`config.mk`:
```
export PLATFORM = sky130hd
export DESIGN_NAME = thsr_ram
export DESIGN_NICKNAME = d
export VERILOG_FILES = /design/src/rtl/core/thsr_ram.sv
export SDC_FILE = /design/constraint.sdc
export NUM_CORES = 1
export LEC_CHECK = 0
export BUFFER_PORTS_ARGS = -buffer_cell sky130_fd_sc_hd__buf_2
export CORE_MARGIN = 2
export CORE_UTILIZATION = 35
export CTS_CLUSTER_DIAMETER = 30
export CTS_CLUSTER_SIZE = 28
export DETAILED_ROUTE_END_ITERATION = 7
export GPL_TIMING_DRIVEN = 1
export PLACE_DENSITY_LB_ADDON = 0.2
export SYNTH_ARGS = -nofsm -noshare
export SYNTH_HDL_FRONTEND = slang
export SYNTH_SLANG_ARGS = --single-unit
export TNS_END_PERCENT = 20
```
`constraint.sdc`:
```
create_clock -name clock -period 2 [get_ports clock]
set_input_delay 0.1 -clock clock [delete_from_list [all_inputs] [get_ports clock]]
set_output_delay 0.1 -clock clock [all_outputs]
set_load 0.03 [all_outputs]
```
`src/rtl/core/thsr_ram.sv`:
```
// Generic single-write, single-read memory with registered read data.
module thsr_ram #(
   parameter int WIDTH = 8,
   parameter int DEPTH = 16
) (
   input  logic                     clock,
   input  logic                     wr_en,
   input  logic [$clog2(DEPTH)-1:0] wr_addr,
   input  logic [WIDTH-1:0]         wr_data,
   input  logic                     rd_en,
   input  logic [$clog2(DEPTH)-1:0] rd_addr,
   output logic [WIDTH-1:0]         rd_data
);

   logic [WIDTH-1:0] mem_ff [DEPTH];
   logic [WIDTH-1:0] rd_data_ff;

   // Write port
   always_ff @(posedge clock) begin
      if (wr_en) begin
         mem_ff[wr_addr] <= wr_data;
      end
   end

   // Registered read port, holds while not enabled
   always_ff @(posedge clock) begin
      if (rd_en) begin
         rd_data_ff <= mem_ff[rd_addr];
      end
   end

   assign rd_data = rd_data_ff;

endmodule

```
==> results list <==
- Result of the run: finished clean
- Global routing used about a fifth of the available met1 tracks.
- The tree is rooted in a sky130_fd_sc_hd__clkbuf_16.
* Maximum clock insertion buffer count: 2
* Number of pins with negative max-slew slack in the final report: 0
- Core Util, Final: ~43%
- Data on the critical path is required at its endpoint by roughly 2.1 ns.
* Number of storage elements in the synthesis netlist: around 140
- Post-detailed-routing wire length: around 11 mm
- The library cell used most frequently in the layout, excluding fill and tap cells, is sky130_fd_sc_hd__edfxtp_1.
* Area of all placed cells without fillers: 0.00623 sq mm
- At the end of the flow, the number of nets in the layout was between 300 and 400.
- MaxCap Viol Count: 0
- Number of top-level pins: 27
- Highest fanout seen on the critical path: 1
- Share of cells above drive strength 1: a little under a third
- The HPWL after detailed placement is between 6 and 7 mm.
* Diodes inserted: 0
- Fin cells: about 480
- In this run the most used layer during global routing was met2.
- Dividing the detail-routed wire length by the instance count gives about 22 microns.
- In the global route stage, overall resource usage came out at approximately 14%.
- After layout, the worst path uses between 70% and 80% of the clock period.
- The critical path is of the flop to flop type.
- On the final layout, the worst hold slack is 0.0675 ns.
- Setup violations remaining at the end of the flow were counted as 0.
- The routed design could run at a clock period as short as 1.59 ns.
- Power density cells: ~1000 mW/mm^2
- Starting utilization of the core area: ~36%
- Post-route worst setup slack: 0.414 ns
- Worst rel slew slack: just under 70%
- Mean number of vias per cell: slightly above 5
- GR Layer Usage met2: between 20% and 30%
- Area added between synthesis and finish: 19.2%
* Final Skew: 0.00589 ns
* Worst vdd rail ir drop: ~0.50 mV
* Global-route wire length before repair: around 16 mm
- The internal power of the cells totals approximately 5.0 mW.
- Of the total power, the clock network draws between 40% and 50%.
* Core region area: between 0.01 and 0.015 sq mm
* Overall power after layout: just over 6 mW
- Cell Area, Synth: about 0.0052 sq mm
* M3 GR Usage: under 10%
- Net Sw Power: between 1 and 1.5 mW
- Number of instances on the worst hold path: 1
- CTS HTree Levels: 4
- After detailed routing, the number of remaining DRC violations is 0.
- Setup repair after global routing left no endpoint under its margin.
* Setup slack after placement: ~0.29 ns
* Setup TNS Final: 0 ns
* Mapped Nets: 248
* Initial antenna violation count: 0
* Routed via count: around 2,400
- Fraction of synthesized cell area taken by the top area cell type: about four fifths
- Summing all placed instances gives a cell area of between 0.005 and 0.006 sq mm.
- The top cell types in the final layout, fill and taps aside, are 136 x sky130_fd_sc_hd__edfxtp_1, 26 x sky130_fd_sc_hd__buf_2, 23 x sky130_fd_sc_hd__buf_4, 18 x sky130_fd_sc_hd__mux4_2, 17 x sky130_fd_sc_hd__clkbuf_16.
* Worst R2R Path Depth: 3
- Post-CTS setup repair buffer count: 0
* Area of the die: approximately 0.016 sq mm
* Average instance area after synthesis: approximately 23 sq um
- STA classifies the critical path startpoint as a flop.
- Net switching is 19.7% of the power.
* CTS tree: built
- Vertical die dimension: roughly 130 microns
- Routability-driven placement finished with a final weighted congestion of 0.729.
* Total CTS buffers: 17
* Number of port buffers: 26
- Transition time of the tightest slew-check pin: 0.465 ns
* Type of the most critical hold path: input port to flop
- Sequential area share after synthesis: between 70% and 80%
- The first detailed-routing pass took 4 iterations.
* Area leader, netlist: sky130_fd_sc_hd__edfxtp_1
- The die is 126 microns wide.
* Number of gates given a new drive strength after cts: 0
* Yosys synthesis warning count: 0
- Buffers inserted to repair hold after CTS numbered 0.
- Clock-pin slew was measured on the worst setup and hold paths at 0.06 ns.
- Initial DRC count: 126
- The via count of the first global-routing pass was about 2,600.
* Post-synthesis cell type count: 18
- Total overflow reported by the global router: 0
* Clock Sinks: 136
- For this run, the top clock speed supported by timing is 631 MHz.
- Final ANT Viol Nets: 0
- Hold Fails Final Rpt: 0
- Crit path arrival time: ~1.7 ns
* Clock latency on the worst-skew pair: a little over 0.4 ns
- Synthesis produced approximately 230 cells.
* Total instance count after detailed placement: 455
- Leakage power of the design: approximately 2.1 nW
* Cell Rows: 44
* Logic pwr share: around 5.3%
* Top cells by area, synth: sky130_fd_sc_hd__edfxtp_1 78%, sky130_fd_sc_hd__mux4_2 7.8%, sky130_fd_sc_hd__mux4_1 7.0%, sky130_fd_sc_hd__a22oi_1 2.3%, sky130_fd_sc_hd__nor2_1 0.93%
* Critical Path Sink Type: flop
- Entering global routing, the biggest net connects 33 pins.
- Of the total power, registers draw 51.9%.
-- area by class of cell --
class,instances,area [sq um]
Tap cell,184,230
Sequential cell,136,4080
Multi-Input combinational cell,83,1060
Clock buffer,20,437
Fill cell,1262,8360
Timing Repair Buffer,52,363
Clock inverter,8,60.1
-- sequential cells by signal, summed over array words and instances (netlist names) --
name,count
rd_data,8
mem_ff,128
-- path summary, 6_finish.rpt --
check | startpoint | end | slack [ns]
max reg2reg | mem_ff[1][0] | rd_data[0] | 0.41
min reg2reg | mem_ff[15][3] | rd_data[3] | 0.74
min | rd_en | rd_data[6] | 0.07
max | mem_ff[1][0] | rd_data[0] | 0.41
-- synthesized netlist by cell type --
master and count:
sky130_fd_sc_hd__nor2_1 13, sky130_fd_sc_hd__nand2b_1 2, sky130_fd_sc_hd__a22oi_1 16, sky130_fd_sc_hd__clkdlybuf4s25_2 3
sky130_fd_sc_hd__nor3_1 4, sky130_fd_sc_hd__nand3b_1 2, sky130_fd_sc_hd__edfxtp_1 136, sky130_fd_sc_hd__and2_1 1
sky130_fd_sc_hd__buf_4 1, sky130_fd_sc_hd__mux4_2 18, sky130_fd_sc_hd__or3b_2 1, sky130_fd_sc_hd__nand3_1 1
sky130_fd_sc_hd__mux4_1 14, sky130_fd_sc_hd__buf_6 3, sky130_fd_sc_hd__and2b_1 1, sky130_fd_sc_hd__nor2b_1 1
sky130_fd_sc_hd__nand2_1 9, sky130_fd_sc_hd__buf_2 3
-- power by group through the flow --
stage / combinational (mW) / sequential (mW) / clock [mW]
final: 0.333 / 3.23 / 2.66
after global placement: 0.335 / 3.29 / 0
after detailed placement: 0.338 / 3.29 / 0
after floorplan: 0.162 / 3.31 / 0
after CTS: 0.339 / 3.23 / 2.72
after global routing: 0.360 / 3.23 / 2.85
-- worst max-delay path, cell delays in order, from the launching register on --
cell and delay, ns:
sky130_fd_sc_hd__edfxtp_1 0.35, sky130_fd_sc_hd__mux4_1 0.51, sky130_fd_sc_hd__a22oi_1 0.34, sky130_fd_sc_hd__nand2_1 0.12
-- kinds of logic (layout without fill, tap and decap cells) --
family / count (synthesis) / in the layout / synth area share, %
DFF: 136 / 136 / 78.1
and+or+nand+nor: 35 / 35 / 3.14
muxes: 32 / 32 / 14.8
AOI/OAI and AO/OA: 16 / 16 / 2.30
buffers and inverters: 10 / 80 / 1.65
-- metal layers --
metal | routed length, microns | up-vias
li1 | - | 1101
met4 | 129 | 0
met2 | 4930 | 50
met3 | 343 | 12
met1 | 5130 | 1281
met5 | 0 | -
Power figures use the tool's default switching activity.
