`src/rtl/core/thsr_pkg.sv`:
```
// Shared constants, codes and slot record types of the statistics history ring.
package thsr_pkg;

   // Ring geometry
   localparam int HISTORY_DEPTH = 64;
   localparam int PTR_W         = $clog2(HISTORY_DEPTH);
   localparam int AGE_W         = 6;
   localparam int SLOT_MATH_W   = ((PTR_W > AGE_W) ? PTR_W : AGE_W) + 1;
   localparam int CHANNELS      = 4;
   localparam int CHAN_SEL_W    = 2;

   // Field widths
   localparam int ACT_W  = 2;
   localparam int SMP_W  = 16;
   localparam int HLT_W  = 32;
   localparam int VAL_W  = 33;
   localparam int SUM_W  = 49;
   localparam int CNT_W  = 16;
   localparam int SEQ_W  = 32;
   localparam int TICK_W = 16;

   // Packed stream widths, padded to whole bytes
   localparam int REQ_FIELDS_W = 2 * SMP_W + 1 + HLT_W + AGE_W + CHAN_SEL_W;
   localparam int REQ_DATA_W   = ((REQ_FIELDS_W + 7) / 8) * 8;
   localparam int RSP_FIELDS_W = 3 * VAL_W + SUM_W + CNT_W + SEQ_W + 1;
   localparam int RSP_DATA_W   = ((RSP_FIELDS_W + 7) / 8) * 8;
   localparam int RSP_PAD_W    = RSP_DATA_W - RSP_FIELDS_W;

   // Item kinds carried on tuser
   localparam logic [ACT_W-1:0] ACT_SAMPLE = 2'd0;
   localparam logic [ACT_W-1:0] ACT_TICK   = 2'd1;
   localparam logic [ACT_W-1:0] ACT_READ   = 2'd2;

   // Channel codes
   localparam logic [CHAN_SEL_W-1:0] CH_TEMP   = 2'd0;
   localparam logic [CHAN_SEL_W-1:0] CH_DRIVE  = 2'd1;
   localparam logic [CHAN_SEL_W-1:0] CH_HEATER = 2'd2;
   localparam logic [CHAN_SEL_W-1:0] CH_HEALTH = 2'd3;

   localparam logic [CNT_W-1:0]  COUNT_MAX       = 16'hFFFF;
   localparam logic [TICK_W-1:0] SLOT_TIME_RESET = 16'd1000;

   // Statistics of one channel within one slot
   typedef struct packed {
      logic signed [SUM_W-1:0] v_sum;
      logic signed [VAL_W-1:0] v_max;
      logic signed [VAL_W-1:0] v_min;
      logic signed [VAL_W-1:0] v_last;
   } chan_stats_type;

   // One ring slot as held in the slot memory
   typedef struct packed {
      chan_stats_type [CHANNELS-1:0] ch;
      logic [SEQ_W-1:0]              seq;
      logic [CNT_W-1:0]              count;
   } slot_entry_type;

   localparam int ENTRY_W = $bits(slot_entry_type);

   // Sample values of one item
   typedef struct packed {
      logic [HLT_W-1:0]        health_time;
      logic                    heater_on;
      logic signed [SMP_W-1:0] drive_output;
      logic signed [SMP_W-1:0] temperature;
   } sample_type;

endpackage

```
`src/rtl/core/thsr_slot_update.sv`:
```
// Merge of one sample item into the statistics of a slot.
module thsr_slot_update (
   input  thsr_pkg::slot_entry_type old_entry,
   input  thsr_pkg::sample_type     sample,
   output thsr_pkg::slot_entry_type new_entry,
   output logic                     take
);

   logic signed [thsr_pkg::VAL_W-1:0] val [thsr_pkg::CHANNELS];
   logic                              first;

   // Widen each sample to the common value width
   always_comb begin
      val[thsr_pkg::CH_TEMP]   = {{(thsr_pkg::VAL_W - thsr_pkg::SMP_W){sample.temperature[thsr_pkg::SMP_W-1]}},
                                  sample.temperature};
      val[thsr_pkg::CH_DRIVE]  = {{(thsr_pkg::VAL_W - thsr_pkg::SMP_W){sample.drive_output[thsr_pkg::SMP_W-1]}},
                                  sample.drive_output};
      val[thsr_pkg::CH_HEATER] = {{(thsr_pkg::VAL_W - 1){1'b0}}, sample.heater_on};
      val[thsr_pkg::CH_HEALTH] = {{(thsr_pkg::VAL_W - thsr_pkg::HLT_W){1'b0}}, sample.health_time};
   end

   // Drop the sample once the slot count has saturated
   assign take  = (old_entry.count != thsr_pkg::COUNT_MAX);
   assign first = (old_entry.count == '0);

   // Update last, minimum, maximum and sum of every channel
   always_comb begin
      new_entry       = old_entry;
      new_entry.count = old_entry.count + 1'b1;
      for (int c = 0; c < thsr_pkg::CHANNELS; c++) begin
         new_entry.ch[c].v_last = val[c];
         if (first) begin
            new_entry.ch[c].v_min = val[c];
            new_entry.ch[c].v_max = val[c];
            new_entry.ch[c].v_sum = {{(thsr_pkg::SUM_W - thsr_pkg::VAL_W){val[c][thsr_pkg::VAL_W-1]}},
                                     val[c]};
         end else begin
            if (val[c] < old_entry.ch[c].v_min) begin
               new_entry.ch[c].v_min = val[c];
            end
            if (val[c] > old_entry.ch[c].v_max) begin
               new_entry.ch[c].v_max = val[c];
            end
            new_entry.ch[c].v_sum = old_entry.ch[c].v_sum +
               {{(thsr_pkg::SUM_W - thsr_pkg::VAL_W){val[c][thsr_pkg::VAL_W-1]}}, val[c]};
         end
      end
   end

endmodule

```
`config.mk`:
```
export PLATFORM = sky130hd
export DESIGN_NAME = thsr_slot_update
export DESIGN_NICKNAME = d
export VERILOG_FILES = /design/src/rtl/core/thsr_pkg.sv /design/src/rtl/core/thsr_slot_update.sv
export SDC_FILE = /design/constraint.sdc
export NUM_CORES = 1
export LEC_CHECK = 0
export BUFFER_PORTS_ARGS = -buffer_cell sky130_fd_sc_hd__buf_2
export CORE_AREA = 3 3 528 530
export DETAILED_ROUTE_END_ITERATION = 7
export DIE_AREA = 0 0 531 533
export SYNTH_ARGS = -nofsm -noshare
export SYNTH_HDL_FRONTEND = slang
export SYNTH_SLANG_ARGS = --single-unit
```
`constraint.sdc`:
```
create_clock -name vclk -period 7.5
set_input_delay 0.375 -clock vclk [all_inputs]
set_output_delay 0.375 -clock vclk [all_outputs]
set_load 0.05 [all_outputs]
```
==> run_results.csv <==
group,metric,value,unit
placement,dp_hpwl,178,mm
min_path,hold_path_depth,0,
min_path,min-delay-start,"old_entry[30]",
critical_path,start_kind,"input port",
sta,setup_viol_count_final,0,
route,dr.first_iter.drc_count,1991,
cells_and_area,nets,4652,
synthesis,synthCells,2704,
synthesis,avgSynthCellArea,6.88,µm²
floorplanning,io_pins,1346,
route,wire_per_inst,26.8,µm
sta,max_freq,186,MHz
run_status,status,"completed",
route,drc_errors,0,
cells_and_area,clock_buffers,0,
cells_and_area,drive_above_1_share,36.2,%
pwr,power_density,133,nW/µm²
sta,max_slew_margin,15.8,%
sta,tightestPinTransition,1.25,ns
critical_path,crit_end,"new_entry[633]",
critical_path,crit_buf_inv,2,
floorplanning,die_x,531,µm
floorplanning,start_util,6.79,%
floorplanning,core,274000,µm²
cells_and_area,seqCellArea,0,µm²
critical_path,cp_top_family,"compound AO/OA/AOI/OAI gates",
sta,rsz0062_at_grt,"false",
critical_path,slowest_delay,0.77,ns
floorplanning,die-area,283000,µm²
floorplanning,rows,192,
sta,finalSetupTns,0,ns
sta,min_period_over_period,71.8,%
critical_path,crit_arrival,5.01,ns
cells_and_area,post-route-cell-area,27600,µm²
grt,grt_max_degree,73,
grt,antenna_found_initial,225,
critical_path,end_kind,"output pin",
placement,placedInstanceArea,27400,µm²
sta,maxSlewViolCount,0,
pwr,irDropWorstVdd,0.0863,mV
grt,grt.overflow.total,0,
min_path,hold_class,"in2out",
placement,gp_congestion,0.961,
cells_and_area,area_growth,48.4,%
cts,post_cts_buffers,0,
critical_path,crit_path_start,"sample[33]",
pwr,p_leak,13.3,nW
synthesis,yosysSeqAreaShare,0,%
critical_path,crit_slowest_cell,"a21oi_1",
sta,finalHoldViolCount,0,
grt,grt_pass1_wl,237,mm
route,drt_wl_total,195,mm
route,vias_per_cell,3.46,
critical_path,cp_cell_sequence,"buf_2, ha_1, fa_1, a211oi_1, nor2_2, o211ai_2, a211oi_2, a211oi_1, nor4_2, o21ai_1, a21o_1, o21ai_0, a21oi_1, buf_2",
job,maxCapViolCount,0,
cells_and_area,seq_cells,0,
cells_and_area,fill_cells,32300,
sta,period_needed,5.38,ns
synthesis,yosysWarnings,0,
grt,grt_pass1_vias,22300,
route,dr.pass1.iters,6,
floorplanning,die_h,533,µm
cts,cts_resized,0,
synthesis,synth.distinct_cells,80,
critical_path,cp.depth,14,
placement,portBuffers,1117,
route,vias,25200,
critical_path,criticalPathCategory,"in2out",
pwr,power.total,3.66,mW
critical_path,worstPathRequired,7.12,ns
synthesis,synth_area,18600,µm²
cts,hold_buffers,0,
route,drtAntennaViolNets,0,
grt,groute.usage.overall,12.9,%
critical_path,critPathMaxFanout,8,
## Yosys cell counts, drive strengths merged, types with 22 or more instances
| library cell | instances | area (µm²) |
|---|---|---|
| nand2 | 209 | 785 |
| clkbuf | 81 | 304 |
| nand4 | 79 | 494 |
| a21o | 167 | 1250 |
| inv | 224 | 841 |
| o21ai | 236 | 1180 |
| and2 | 81 | 507 |
| nor2b | 28 | 175 |
| or3 | 23 | 149 |
| nor4 | 22 | 144 |
| mux2 | 145 | 1630 |
| ha | 330 | 4130 |
| nand3 | 58 | 290 |
| nor3 | 23 | 120 |
| buf | 188 | 1370 |
| a21oi | 235 | 1180 |
| xor2 | 96 | 841 |
| xnor2 | 75 | 657 |
| nor2 | 165 | 624 |
| and3 | 26 | 163 |
## per-stage QoR
step | worst slack (ns) | std cells | hold WS, ns | utilization, %
global route | 2.23 | 7236 | 0.750 | 10.0
floorplan | 3.24 | 2736 | 0.917 | -
detailed placement | 2.48 | 7201 | 0.751 | 10.0
CTS | 2.46 | 7201 | 0.751 | 10.0
global placement | 2.46 | 7201 | 0.751 | 10.0
finish | 2.12 | 7281 | 0.750 | 10.1
## worst min-delay path by stage
stage                    end  slack (ns)
6_report       new_entry[30]        0.75
5_1_grt        new_entry[20]        0.75
4_1_cts        new_entry[30]        0.75
3_5_place_dp   new_entry[30]        0.75
3_3_place_gp   new_entry[30]        0.75
2_1_floorplan  new_entry[16]        0.92
## power breakdown
part / switching (mW) / total [mW] / internal, mW / leakage (nW)
clock: 0 / 0.000000839 / 0.000000839 / 0.000512
combinational: 2.74 / 3.66 / 0.915 / 13.3
sequential: 0 / 0 / 0 / 0
total: 2.74 / 3.66 / 0.915 / 13.3
## placed cells by master, fill, tap and decap left out, types with 5 or more instances in the layout
cell	synthesis	layout
o31ai_1	14	14
a221oi_1	5	5
ha_1	330	330
nand2_1	209	209
nor2b_1	28	28
o21ai_0	215	215
and4_1	11	10
buf_4	166	29
and2_1	81	81
or3_1	22	22
a21o_1	167	167
a21oi_1	233	233
mux2_1	10	10
o21a_1	20	20
nand4_1	79	79
and3_1	26	26
a211oi_1	16	16
a31oi_1	15	15
o2111ai_1	5	5
inv_1	224	224
nor2_1	163	161
o211ai_1	13	13
mux2_2	135	135
nor4_1	21	21
o21ai_1	20	18
conb_1	1	33
xnor2_1	75	75
nand3_1	58	58
o21bai_1	20	20
buf_2	15	1115
or4_1	6	6
nand2b_1	20	20
diode_2	0	80
nor3_1	22	22
xor2_1	96	96
## cells by family (layout without fill, tap and decap cells)
group                    count (synthesis)  count (layout)  synth area share [%]
AO/OA/AOI/OAI                          789             789                  26.1
AND/OR/NAND/NOR                        769             769                  20.8
multiplexers                           148             148                  8.94
buffers and inverters                  493            1369                  13.5
adder cells (fa/ha/maj)                333             333                  22.5
other                                    1             113                0.0202
XOR/XNOR                               171             171                  8.05
## per-layer routing
metal  global-route usage [%]  share of wire [%]  up-vias
met4                     3.92                4.4      126
met2                     21.3                 44     1602
li1                         -                  -    11400
met3                     7.69                 15      428
met1                     13.6                 36    11600
met5                        0               0.42        -
## final cells by class
class                           instances  area (µm²)  share of cell area (%)
Antenna cell                           80         200                   0.725
Inverter                              224         841                    3.05
Multi-Input combinational cell       2243       16200                    58.9
Tap cell                             3589        4490                    16.3
Timing Repair Buffer                 1145        5820                    21.1
(Power assumes the default switching activity.)
